$ cat src/sv/ddalr_pkg.sv
// Shared control types and microprogram for the DDA line rasterizer.
package ddalr_pkg;

	// Microprogram step addresses
	localparam int STEP_BITS = 2;
	typedef logic [STEP_BITS-1:0] step_t;

	localparam step_t STEP_DISPATCH = 2'd0;
	localparam step_t STEP_SETUP    = 2'd1;
	localparam step_t STEP_DIVIDE   = 2'd2;
	localparam step_t STEP_SIGN     = 2'd3;

	// Input item kinds carried on the slave tuser
	localparam logic OP_START = 1'b0;
	localparam logic OP_NEXT  = 1'b1;

	// Jump conditions
	typedef enum logic [1:0] {
		COND_ALWAYS  = 2'd0,
		COND_START   = 2'd1,
		COND_NODIV   = 2'd2,
		COND_DIVLAST = 2'd3
	} cond_t;

	// One control word of the microprogram
	typedef struct packed {
		logic  accept;    // take input beats in this step
		logic  load_div;  // load the divider with magnitude and dx
		logic  div_step;  // run one quotient bit
		logic  fix_sign;  // write the signed slope from the quotient
		cond_t cond;      // jump condition
		logic  adv;       // on no jump: 1 = advance, 0 = hold
		step_t target;    // jump target
	} ctrl_t;

	// Status flags fed back from the datapath to the sequencer
	typedef struct packed {
		logic start_fire;  // a start beat is accepted this cycle
		logic no_div;      // latched line needs no division
		logic div_last;    // divider runs its final bit this cycle
	} stat_t;

	// Microprogram read-only table
	function automatic ctrl_t ucode_rom(input step_t addr);
		ctrl_t w;
		w = '{accept: 1'b0, load_div: 1'b0, div_step: 1'b0, fix_sign: 1'b0,
			cond: COND_ALWAYS, adv: 1'b0, target: STEP_DISPATCH};
		case (addr)
			STEP_DISPATCH: begin
				w.accept = 1'b1;
				w.cond   = COND_START;
				w.target = STEP_SETUP;
				w.adv    = 1'b0;
			end
			STEP_SETUP: begin
				w.load_div = 1'b1;
				w.cond     = COND_NODIV;
				w.target   = STEP_DISPATCH;
				w.adv      = 1'b1;
			end
			STEP_DIVIDE: begin
				w.div_step = 1'b1;
				w.cond     = COND_DIVLAST;
				w.target   = STEP_SIGN;
				w.adv      = 1'b0;
			end
			STEP_SIGN: begin
				w.fix_sign = 1'b1;
				w.cond     = COND_ALWAYS;
				w.target   = STEP_DISPATCH;
			end
			default: begin
				w.cond   = COND_ALWAYS;
				w.target = STEP_DISPATCH;
			end
		endcase
		return w;
	endfunction

endpackage

$ cat src/sv/ddalr_divider.sv
// Restoring divider, one quotient bit per cycle while step is high, for the line slope.
module ddalr_divider #(
	parameter int COORD_BITS = 12,
	parameter int FRAC_BITS  = 16
) (
	input  logic                           clk,
	input  logic                           arst_n,
	input  logic                           load,
	input  logic                           step,
	input  logic [COORD_BITS-1:0]          mag,
	input  logic [COORD_BITS-1:0]          divisor,
	output logic [COORD_BITS+FRAC_BITS-1:0] quotient,
	output logic                           last
);

	localparam int QW = COORD_BITS + FRAC_BITS;
	localparam int CW = $clog2(QW + 1);

	logic [QW-1:0]         quo_q;
	logic [COORD_BITS-1:0] rem_q;
	logic [CW-1:0]         cnt_q;
	logic [COORD_BITS:0]   trial;
	logic                  fits;

	// Shift in the next dividend bit and test against the divisor
	assign trial = {rem_q, quo_q[QW-1]};
	assign fits  = trial >= {1'b0, divisor};

	// Count the remaining quotient bits
	always_ff @(posedge clk or negedge arst_n) begin
		if (!arst_n) begin
			cnt_q <= '0;
		end else if (load) begin
			cnt_q <= CW'(QW);
		end else if (step && cnt_q != '0) begin
			cnt_q <= cnt_q - 1'b1;
		end
	end

	// Advance remainder and quotient
	always_ff @(posedge clk) begin
		if (load) begin
			rem_q <= '0;
			quo_q <= {mag, {FRAC_BITS{1'b0}}};
		end else if (step) begin
			if (fits) begin
				rem_q <= COORD_BITS'(trial - {1'b0, divisor});
			end else begin
				rem_q <= trial[COORD_BITS-1:0];
			end
			quo_q <= {quo_q[QW-2:0], fits};
		end
	end

	assign quotient = quo_q;
	assign last     = (cnt_q == CW'(1));

endmodule

$ cat src/sv/ddalr_sequencer.sv
// Step counter and microprogram table that drive the rasterizer datapath.
module ddalr_sequencer (
	input  logic                clk,
	input  logic                arst_n,
	input  ddalr_pkg::stat_t    stat,
	output ddalr_pkg::ctrl_t    ctrl
);

	ddalr_pkg::step_t step_q;
	ddalr_pkg::step_t step_nxt;
	logic             hit;

	// Fetch the control word of the current step
	assign ctrl = ddalr_pkg::ucode_rom(step_q);

	// Evaluate the jump condition
	always_comb begin
		case (ctrl.cond)
			ddalr_pkg::COND_ALWAYS:  hit = 1'b1;
			ddalr_pkg::COND_START:   hit = stat.start_fire;
			ddalr_pkg::COND_NODIV:   hit = stat.no_div;
			ddalr_pkg::COND_DIVLAST: hit = stat.div_last;
			default:                 hit = 1'b1;
		endcase
	end

	// Jump, advance or hold
	always_comb begin
		if (hit) begin
			step_nxt = ctrl.target;
		end else if (ctrl.adv) begin
			step_nxt = step_q + 1'b1;
		end else begin
			step_nxt = step_q;
		end
	end

	always_ff @(posedge clk or negedge arst_n) begin
		if (!arst_n) begin
			step_q <= ddalr_pkg::STEP_DISPATCH;
		end else begin
			step_q <= step_nxt;
		end
	end

endmodule

$ cat src/sv/dda_line_rasterizer.sv
// Top level of the DDA line rasterizer: datapath, output register and control.
//
//  channel   | dir | beat contents
//  ----------+-----+-------------------------------------------------------
//  s_axis    | in  | tuser = op; tdata = x_start, y_start, x_end, y_end
//  m_axis    | out | tdata = pixel_x, pixel_y; tuser = pixel_valid;
//            |     | tlast = last_pixel
//
// Next beats give one pixel per cycle while the output is taken.
// A start beat runs the setup step and, unless x_end <= x_start, the divide and
// sign steps, the divider forming one slope bit per cycle; no beat is taken then.
// A start beat produces no output beat; a next beat always produces one.
// Reset clears the step counter, the line-active flag and the output valid flag.
// A stalled output holds its beat; the input is refused until it frees.
module dda_line_rasterizer #(
	parameter int COORD_BITS = 12,
	parameter int FRAC_BITS  = 16
) (
	input  logic                   clk,
	input  logic                   arst_n,
	input  logic                   s_axis_tvalid,
	output logic                   s_axis_tready,
	// tdata: x_start, y_start, x_end, y_end (from bit 0 up)
	input  logic [((4*COORD_BITS+7)/8)*8-1:0] s_axis_tdata,
	// tuser: op
	input  logic                   s_axis_tuser,
	output logic                   m_axis_tvalid,
	input  logic                   m_axis_tready,
	// tdata: pixel_x, pixel_y (from bit 0 up), zero padded
	output logic [((2*COORD_BITS+7)/8)*8-1:0] m_axis_tdata,
	// tuser: pixel_valid
	output logic                   m_axis_tuser,
	output logic                   m_axis_tlast
);

	localparam int C  = COORD_BITS;
	localparam int QW = COORD_BITS + FRAC_BITS;
	localparam int SW = QW + 1;
	localparam int AW = QW + 2;
	localparam int OW = ((2*COORD_BITS+7)/8)*8;
	localparam logic signed [AW-1:0] HALF = AW'(1) << (FRAC_BITS - 1);

	ddalr_pkg::ctrl_t ctrl;
	ddalr_pkg::stat_t stat;

	logic [C-1:0] xs, ys, xe, ye;
	logic         in_fire, start_fire, next_fire;

	logic [C-1:0]            cur_x_q, fin_x_q, dx_q, mag_q;
	logic signed [AW-1:0]    acc_q;
	logic signed [SW-1:0]    slope_q;
	logic                    active_q, neg_q, nodiv_q;

	logic [QW-1:0]           quotient;
	logic                    div_last;

	logic signed [AW-1:0]    acc_rnd;
	logic [C:0]              y_wide;
	logic [C-1:0]            y_pix;
	logic                    at_end;

	logic                    out_valid_q, out_pv_q, out_last_q;
	logic [C-1:0]            out_x_q, out_y_q;

	assign xs = s_axis_tdata[C-1:0];
	assign ys = s_axis_tdata[2*C-1:C];
	assign xe = s_axis_tdata[3*C-1:2*C];
	assign ye = s_axis_tdata[4*C-1:3*C];

	// Accept a beat only in the dispatch step with room in the output register
	assign s_axis_tready = ctrl.accept && (!out_valid_q || m_axis_tready);
	assign in_fire       = s_axis_tvalid && s_axis_tready;
	assign start_fire    = in_fire && (s_axis_tuser == ddalr_pkg::OP_START);
	assign next_fire     = in_fire && (s_axis_tuser == ddalr_pkg::OP_NEXT);

	assign stat = '{start_fire: start_fire, no_div: nodiv_q, div_last: div_last};

	ddalr_sequencer u_seq (
		.clk    (clk),
		.arst_n (arst_n),
		.stat   (stat),
		.ctrl   (ctrl)
	);

	ddalr_divider #(
		.COORD_BITS (COORD_BITS),
		.FRAC_BITS  (FRAC_BITS)
	) u_div (
		.clk      (clk),
		.arst_n   (arst_n),
		.load     (ctrl.load_div),
		.step     (ctrl.div_step),
		.mag      (mag_q),
		.divisor  (dx_q),
		.quotient (quotient),
		.last     (div_last)
	);

	// Round the accumulator half up and clamp to the coordinate range
	assign acc_rnd = acc_q + HALF;
	assign y_wide  = acc_rnd[AW-2:FRAC_BITS];
	always_comb begin
		if (acc_q[AW-1]) begin
			y_pix = '0;
		end else if (y_wide[C]) begin
			y_pix = '1;
		end else begin
			y_pix = y_wide[C-1:0];
		end
	end

	assign at_end = cur_x_q >= fin_x_q;

	// Track whether a line is in progress
	always_ff @(posedge clk or negedge arst_n) begin
		if (!arst_n) begin
			active_q <= 1'b0;
		end else if (start_fire) begin
			active_q <= (xe >= xs);
		end else if (next_fire && active_q && at_end) begin
			active_q <= 1'b0;
		end
	end

	// Latch endpoints on start, write the slope in the sign step, step x and y on each emitted pixel but the last
	always_ff @(posedge clk) begin
		if (start_fire) begin
			cur_x_q <= xs;
			fin_x_q <= xe;
			acc_q   <= {2'b00, ys, {FRAC_BITS{1'b0}}};
			slope_q <= '0;
			dx_q    <= C'(xe - xs);
			neg_q   <= ye < ys;
			mag_q   <= (ye < ys) ? C'(ys - ye) : C'(ye - ys);
			nodiv_q <= (xe <= xs);
		end else if (ctrl.fix_sign) begin
			slope_q <= neg_q ? -$signed({1'b0, quotient}) : $signed({1'b0, quotient});
		end else if (next_fire && active_q && !at_end) begin
			cur_x_q <= C'(cur_x_q + 1'b1);
			acc_q   <= acc_q + AW'(slope_q);
		end
	end

	// Output register: load on a next beat, drop when taken
	always_ff @(posedge clk or negedge arst_n) begin
		if (!arst_n) begin
			out_valid_q <= 1'b0;
		end else if (next_fire) begin
			out_valid_q <= 1'b1;
		end else if (m_axis_tready) begin
			out_valid_q <= 1'b0;
		end
	end

	always_ff @(posedge clk) begin
		if (next_fire) begin
			out_x_q    <= active_q ? cur_x_q : '0;
			out_y_q    <= active_q ? y_pix : '0;
			out_pv_q   <= active_q;
			out_last_q <= active_q && at_end;
		end
	end

	assign m_axis_tvalid = out_valid_q;
	assign m_axis_tdata  = OW'({out_y_q, out_x_q});
	assign m_axis_tuser  = out_pv_q;
	assign m_axis_tlast  = out_last_q;

	// A new output beat only follows an accepted next beat
	a_out_from_next: assert property (@(posedge clk) disable iff (!arst_n)
		$rose(m_axis_tvalid) |-> $past(next_fire))
		else $error("output beat without an accepted next beat");

	// A beat flagged last is always a real pixel
	a_last_is_pixel: assert property (@(posedge clk) disable iff (!arst_n)
		m_axis_tvalid && m_axis_tlast |-> m_axis_tuser)
		else $error("last flag on an idle beat");

	// Emitting the final pixel ends the line
	a_line_ends: assert property (@(posedge clk) disable iff (!arst_n)
		next_fire && active_q && at_end |=> !active_q)
		else $error("line still active after its final pixel");

	// Input is never taken while the slope is being formed
	a_no_take_in_div: assert property (@(posedge clk) disable iff (!arst_n)
		ctrl.div_step || ctrl.fix_sign || ctrl.load_div |-> !s_axis_tready)
		else $error("input taken during slope division");

endmodule
$ cat config.mk
export PLATFORM = sky130hd
export DESIGN_NAME = dda_line_rasterizer
export DESIGN_NICKNAME = d
export VERILOG_FILES = /design/src/sv/ddalr_pkg.sv /design/src/sv/ddalr_divider.sv /design/src/sv/ddalr_sequencer.sv /design/src/sv/dda_line_rasterizer.sv
export SDC_FILE = /design/constraint.sdc
export NUM_CORES = 1
export LEC_CHECK = 0
export ABC_AREA = 1
export BUFFER_PORTS_ARGS = -buffer_cell sky130_fd_sc_hd__buf_2
export CAP_MARGIN = 15
export CORE_MARGIN = 1
export CORE_UTILIZATION = 55
export CTS_CLUSTER_SIZE = 30
export DETAILED_ROUTE_END_ITERATION = 10
export PLACE_DENSITY = 0.73
export SLEW_MARGIN = 40
export SYNTH_ARGS = -nofsm -noshare
export SYNTH_HDL_FRONTEND = slang
export SYNTH_HIERARCHICAL = 1
export SYNTH_SLANG_ARGS = --single-unit
$ cat constraint.sdc
create_clock -name clk -period 5 [get_ports clk]
set_input_delay 0.25 -clock clk [delete_from_list [all_inputs] [get_ports clk]]
set_output_delay 0.25 -clock clk [all_outputs]
set_load 0.01 [all_outputs]
# Yosys cells after proc, flatten, opt, wreduce, memory -nomap -nowiden
# Index checks and enable logic that the tools add are counted.
# totals
regBits	184
input_bits	53
output_inout_bits	28
wordCells	98
# op_classes
addsub	10
magnitude_cmp	5
n_eq_ne	8
muxes	27
bitwise_logic	3
reduce_logical	25
# op_table
op	n
$mux W28	5
$mux W12	6
$sub A12 B12 Y12	4
$add A30 B29 Y30	1
$add A29 B17 Y29 const B	1
$mux W29	1
$neg A28 Y29	1
$ge A12 B12 Y1	2
$ge A13 B12 Y1	1
$add A12 B1 Y12 const B	1
$le A12 B12 Y1	1
$lt A12 B12 Y1	1
$reduce_bool A2 Y1	6
$mux W5	2
$logic_and A1 B1 Y1	9
$eq A2 B2 Y1 const B	4
$mux W1	8
$pmux W2 S4	1
$pmux W2 S3	1
$eq A5 B1 Y1 const B	1
$reduce_bool A5 Y1	1
$sub A5 B1 Y5 const B	1
$eq A2 B1 Y1 const B	2
$logic_not A2 Y1	2
9 further kinds	15

# Logic depth before layout (Yosys ltp)
# Gate-level depths: netlist (run 1).
# logic_depth
ltp_word	10
ltp_mapped	14
mapped_depth_nobuf	14

# Modules after synthesis
# The synthesis (run 1) kept the hierarchy.
# by_module_without_submodules
mod	instances	cells_each	area_each_um2	seq_area_each_um2
dda_line_rasterizer	1	1516	10543.9	3633.5
ddalr_divider	1	354	2607.5	1046.0
ddalr_sequencer	1	32	260.2	50.0

# Least setup slack after synthesis (run 1)
# No wires, ideal clock.
# synth_path
kind	register to register
from	register u_seq.step_q[0]
to	register u_seq.step_q[1]
setup_ns	0.123
arrival_ns	2.915
required_ns	4.877
path_slack_ns	1.962
path_stages_with_launch	13
n_path_buf	1
synth_period_minus_slack_ns	3.038
cell_sequence	dfrtp_1 -> inv_1 -> ha_1 -> inv_1 -> nor2_4 -> nand2_1 -> nor2_4 -> clkbuf_1 -> nand2_1 -> nand2_2 -> nor2_2 -> nand2_1 -> nand2_1
# synth_rtl
item	line_no	source
start: declaration	ddalr_sequencer.sv:9	ddalr_pkg::step_t step_q;
start signal: assignment	ddalr_sequencer.sv:40	step_q <= ddalr_pkg::STEP_DISPATCH;
start signal: assignment	ddalr_sequencer.sv:42	step_q <= step_nxt;

==> results_dict.tcl, run 1 <==
set metrics [dict create \
    status "finished clean" \
    cp_num_buf_inv 3 \
    critPathSlowestCell "ha_1" \
    min_period_ns 2.79 \
    fin_setup_tns_ns 0 \
    area_growth_pct 9.42 \
    crit_fanout 29 \
    syn_area_per_cell_sq_um 7.05 \
    min_path_type "in2reg" \
    grt_first_pass_wirelength_um 54900 \
    dp_cells 2261 \
    use_met1_pct 35.2 \
    route.detailed.drc 0 \
    gp_congestion 0.969 \
    hold_viol 0 \
    ctsHoldBuffers 3 \
    cts.repair.resized 0 \
    wirelength_um 34100 \
    viasPerCell 5.19 \
    cpLargestDelayFamily "simple AND/OR/NAND/NOR gates" \
    combPwrFrac_pct 44.9 \
    cts_htree_levels 4 \
    vias 11928 \
    finalClockSkew_ns 0.0152 \
    required_ns 5.32 \
    finalSetupViolations 0 \
    dieArea_sq_um 25000 \
    grt_usage_pct 28.4 \
    rsz0062_at_grt "no" \
    clk_latency_ns 0.44 \
    whs_ns 0.0127 \
    path_common_cell "nand2_1" \
    reg2regPathDepth 10 \
    port_buffers 80 \
    grt_pass1_vias 11141 \
    rrSetupSlack_ns 2.21 \
    grt_max_degree 66 \
    antenna_found_initial 0 \
    clk_root_buffer_cell "clkbuf_16" \
    arrival_ns 3.11 \
    reg2reg_to "u_div/cnt_q[4]" \
    cts_setup_buffers 0 \
    drive_gt1_share_pct 7.89 \
    p_clk_share_pct 19.5 \
    clk_path_buf_depth 2 \
    post-place-ws_ns 2.20 \
    p_switching_mw 3.04 \
    swShare_pct 44.4 \
    yosysWarnings 6 \
    tightest_slew_ns 0.827 \
    slew_viol_final 0 \
    crit_chain "inv_1 > ha_1 > nor2_2 > clkinv_1 > buf_4 > o21ai_1 > nor3_1 > nand2_1 > nand2_1 > nand3_1" \
    critPathMaxStageDelay_ns 0.70 \
    utilization_pct 61.9 \
    drt_first_pass_iters 5 \
    cp-start-kind "flip-flop" \
    crit_path_end "u_div/cnt_q[4]" \
    leakage_nw 7.76 \
    fin_crit_sh_pct 55.7 \
    drtIter0Drc 839 \
    die-height_um 158 \
    r2r_start "u_seq/step_q[1]" \
    startpoint "u_seq/step_q[1]" \
    die_w_um 158 \
    max-cap-violations 0 \
    setup_slack_ns 2.21 \
    netlist_area_sq_um 13400 \
    grt_use_met3_pct 4.22 \
    post-dp-hpwl_um 26800 \
    internal_power_mw 3.81 \
    pwr_density_cell_nw_per_um2 467 \
    final_cell_area_sq_um 14700 \
    crit_type "reg2reg" \
    irDropWorstVdd_uv 271 \
    cp-end-kind "flip-flop" \
    cts.sinks 184 \
    grt_busiest_layer "met2" \
    nets 2124 \
    met2_usage_pct 50.3 \
    antenna_cells 0 \
    path_clk_slew_ns 0.07 \
    synth_cells 1901 \
    p_total_mw 6.85 \
    cp.depth 10 \
    slew_headroom_pct 44.9 \
    max_freq_mhz 359 \
    nFillCells 2325 \
    initial_core_util_pct 56.6 \
    placementRows 56 \
    coreArea_sq_um 23700 \
    numCtsBuffers 17 \
    io_pins 81 \
    ant_nets 0 \
    placed_area_sq_um 14000 \
    grt_overflow 0 \
    cts_tree "yes" \
    fin_cells 2297 \
    wl_per_cell_um 14.8 \
    seqPwrFrac_pct 35.5 \
    synth_nets 2060 \
]
## power groups by stage
stage / clock [mW] / combinational (mW) / sequential (mW)
global route: 1.41 / 3.53 / 2.47
global placement: 0 / 2.96 / 2.45
detailed placement: 0 / 3.04 / 2.46
floorplan: 0 / 2.38 / 2.29
CTS: 1.36 / 3.06 / 2.43
finish: 1.34 / 3.08 / 2.43
## routing by layer
metal	vias up	part of all wire [%]
met5	-	0
met4	0	2.4
met2	320	48
li1	6166	-
met3	46	5.0
met1	5396	44
## worst min-delay path by stage
stage,slack (ns),depth (start not counted),from,endpoint
after CTS,0.004,1,s_axis_tdata[31],fin_x_q[7]
final,0.01,2,m_axis_tready,m_axis_tvalid
after detailed placement,0.14,1,arst_n,u_div/cnt_q[4]
after floorplan,-0.05,0,arst_n,active_q
after global placement,0.14,1,arst_n,u_div/cnt_q[0]
after global routing,0.007,1,s_axis_tdata[31],fin_x_q[7]
## layout make-up
cell class	count	area [sq um]	share of cell area [%]
inverters	340	1280	8.70
multi-input cells	1332	7190	49.0
well taps	319	399	2.72
flip-flops and latches	184	4730	32.2
clock buffers	17	425	2.90
clock inverters	15	159	1.08
repair buffers	90	487	3.32
## registers in the layout, indices dropped and copies added, names as in the netlist, 12 cells and up
| signal | flops |
|---|---|
| u_div/rem_q | 12 |
| acc_q | 30 |
| out_x_q | 12 |
| slope_q | 29 |
| mag_q | 12 |
| out_y_q | 12 |
| u_div/quotient | 28 |
| fin_x_q | 12 |
| dx_q | 12 |
| cur_x_q | 12 |
## cell usage in the layout, fill, tap and decap left out, drive strengths merged, types with 66 or more instances in the layout
cell and instances:
a21oi 66, buf 87, dfxtp 75, edfxtp 100, ha 101, inv 345, nand2 605, nand3 130
nor2 150, o21ai 78
Power figures use the tool's default switching activity.
==> run 2, diff against run 1 <==
- PLACE_DENSITY: 0.73 -> 0.76
- clock period: 5 -> 2.5 ns (I/O delays scaled with it)
==> run 2 against run 1 <==
- combinational power increased by 110%
- hold slack got worse by 0.0014 ns
- routed wire length increased by 1.7%
- first-iteration DRC count increased by 18%
- cell area increased by 1.6%
- largest power group unchanged
==> results_dict.tcl, run 2 (synthesized netlist as in run 1, its figures left out) <==
set metrics [dict create \
    clk_latency_ns 0.44 \
    fin_setup_tns_ns 0 \
    cp-end-kind "flip-flop" \
    mostFrequentLayoutCell "nand2_1" \
    numCtsBuffers 17 \
    area_growth_pct 11.2 \
    cts.sinks 184 \
    whs_path_depth 3 \
    crit_type "in2reg" \
    route.detailed.drc 0 \
    nets 2151 \
    vias 12216 \
    cts_htree_levels 4 \
    die_w_um 158 \
    cp-start-kind "input port" \
    placementRows 56 \
    slew_headroom_pct 62.9 \
    slew_viol_final 0 \
    grt_first_pass_wirelength_um 55500 \
    top_register "acc_q" \
    r2r_start "cur_x_q[7]" \
    internal_power_mw 7.80 \
    required_ns 2.69 \
    utilization_pct 62.9 \
    gp_congestion 1.00 \
    swShare_pct 43.6 \
    drt_first_pass_iters 5 \
    clk_path_buf_depth 2 \
    ant_nets 0 \
    max-cap-violations 0 \
    reg2regPathDepth 10 \
    seqPwrFrac_pct 34.6 \
    finalClockSkew_ns 0.0159 \
    largest_register_ffs 30 \
    seq_area_sq_um 4730 \
    max_freq_mhz 430 \
    cts.repair.resized 0 \
    arrival_ns 2.52 \
    fin_crit_sh_pct 93.0 \
    hold_start "s_axis_tdata[11]" \
    dieArea_sq_um 25000 \
    grt_max_degree 66 \
    drtIter0Drc 986 \
    rsz0062_at_grt "no" \
    wirelength_um 34700 \
    critPathMaxStageDelay_ns 0.54 \
    grt_pass1_vias 11551 \
    combPwrFrac_pct 45.9 \
    rrSetupSlack_ns 0.23 \
    antenna_found_initial 0 \
    leakage_nw 7.89 \
    final_cell_mix "nand2_1, inv_1, nor2_1" \
    min_period_ns 2.33 \
    io_pins 81 \
    finalSetupViolations 0 \
    path_clk_slew_ns 0.08 \
    p_switching_mw 6.04 \
    reg2reg_to "acc_q[21]" \
    cts_setup_buffers 0 \
    hold_end "cur_x_q[11]" \
    antenna_cells 0 \
    initial_core_util_pct 56.6 \
    ctsHoldBuffers 15 \
    drive_gt1_share_pct 8.43 \
    crit_chain "dlygate4sd3_1 > buf_2 > inv_1 > ha_1 > fa_1 > o21ai_0 > nand2_1 > nand3_1 > a21oi_1 > xor2_1" \
    min_path_type "in2reg" \
    clk_root_buffer_cell "clkbuf_16" \
    coreArea_sq_um 23700 \
    port_buffers 80 \
    whs_ns 0.0113 \
    nFillCells 2131 \
    viasPerCell 5.26 \
    status "finished clean" \
    tightest_slew_ns 0.551 \
    p_clk_share_pct 19.5 \
    hold_viol 0 \
    wl_per_cell_um 14.9 \
    grt_usage_pct 28.7 \
    die-height_um 158 \
    cts_tree "yes" \
    p_total_mw 13.8 \
    critPathSlowestCell "dlygate4sd3_1" \
    irDropWorstVdd_uv 457 \
    pwr_density_cell_nw_per_um2 928 \
    multi_input_area_sq_um 7170 \
    grt_overflow 0 \
    crit_fanout 3 \
    post-dp-hpwl_um 26900 \
]
## run 2: stage by stage
step / std cells / cell area (sq um) / setup slack (ns)
after detailed placement: 2277 / 14200 / 0.265
after floorplan: 1901 / 13400 / 0.00925
after CTS: 2324 / 14900 / 0.222
after global placement: 2277 / 14200 / 0.287
after global routing: 2324 / 14900 / 0.0686
final: 2324 / 14900 / 0.174
## run 2: worst max-delay path, delay by kind of cell
| family | cells | cell delay (ns) |
|---|---|---|
| compound gates | 2 | 0.59 |
| fa+ha+maj | 2 | 0.62 |
| buf+inv | 3 | 0.73 |
| simple gates | 2 | 0.29 |
| xor+xnor | 1 | 0.15 |
## run 2: how the worst max path moves through the flow
stage | start | end | slack [ns]
6_report | s_axis_tdata[24] | dx_q[10] | 0.17
2_1_floorplan | u_seq/step_q[0] | acc_q[16] | 0.009
3_5_place_dp | cur_x_q[7] | acc_q[21] | 0.27
4_1_cts | cur_x_q[7] | acc_q[21] | 0.22
5_1_grt | cur_x_q[7] | acc_q[21] | 0.07
3_3_place_gp | cur_x_q[7] | acc_q[21] | 0.29
## run 2: area by class of cell
class | instances | area share (%)
multi-input combinational | 1332 | 48.1
sequential | 184 | 31.7
inverter | 340 | 8.56
timing repair buffer | 117 | 5.05
clock buffer | 17 | 2.85
tap | 319 | 2.68
clock inverter | 15 | 1.02
## run 2: power by group through the flow
| stage | clock network [mW] | logic (mW) | registers [mW] |
|---|---|---|---|
| final | 2.70 | 6.36 | 4.78 |
| after CTS | 2.73 | 6.31 | 4.78 |
| after floorplan | 0 | 4.77 | 4.58 |
| after global routing | 2.84 | 7.21 | 4.85 |
| after global placement | 0 | 6.14 | 4.81 |
| after detailed placement | 0 | 6.26 | 4.83 |
## run 2: layer usage
metal / part of all wire [%] / wire, um / vias to the layer above / track usage (%)
met1: 43 / 14900 / 5490 / 34.9
met4: 3.8 / 1310 / 0 / 12.6
met3: 5.3 / 1830 / 88 / 3.56
li1: - / - / 6220 / -
met2: 48 / 16700 / 418 / 50.5
met5: 0 / 0 / - / 0
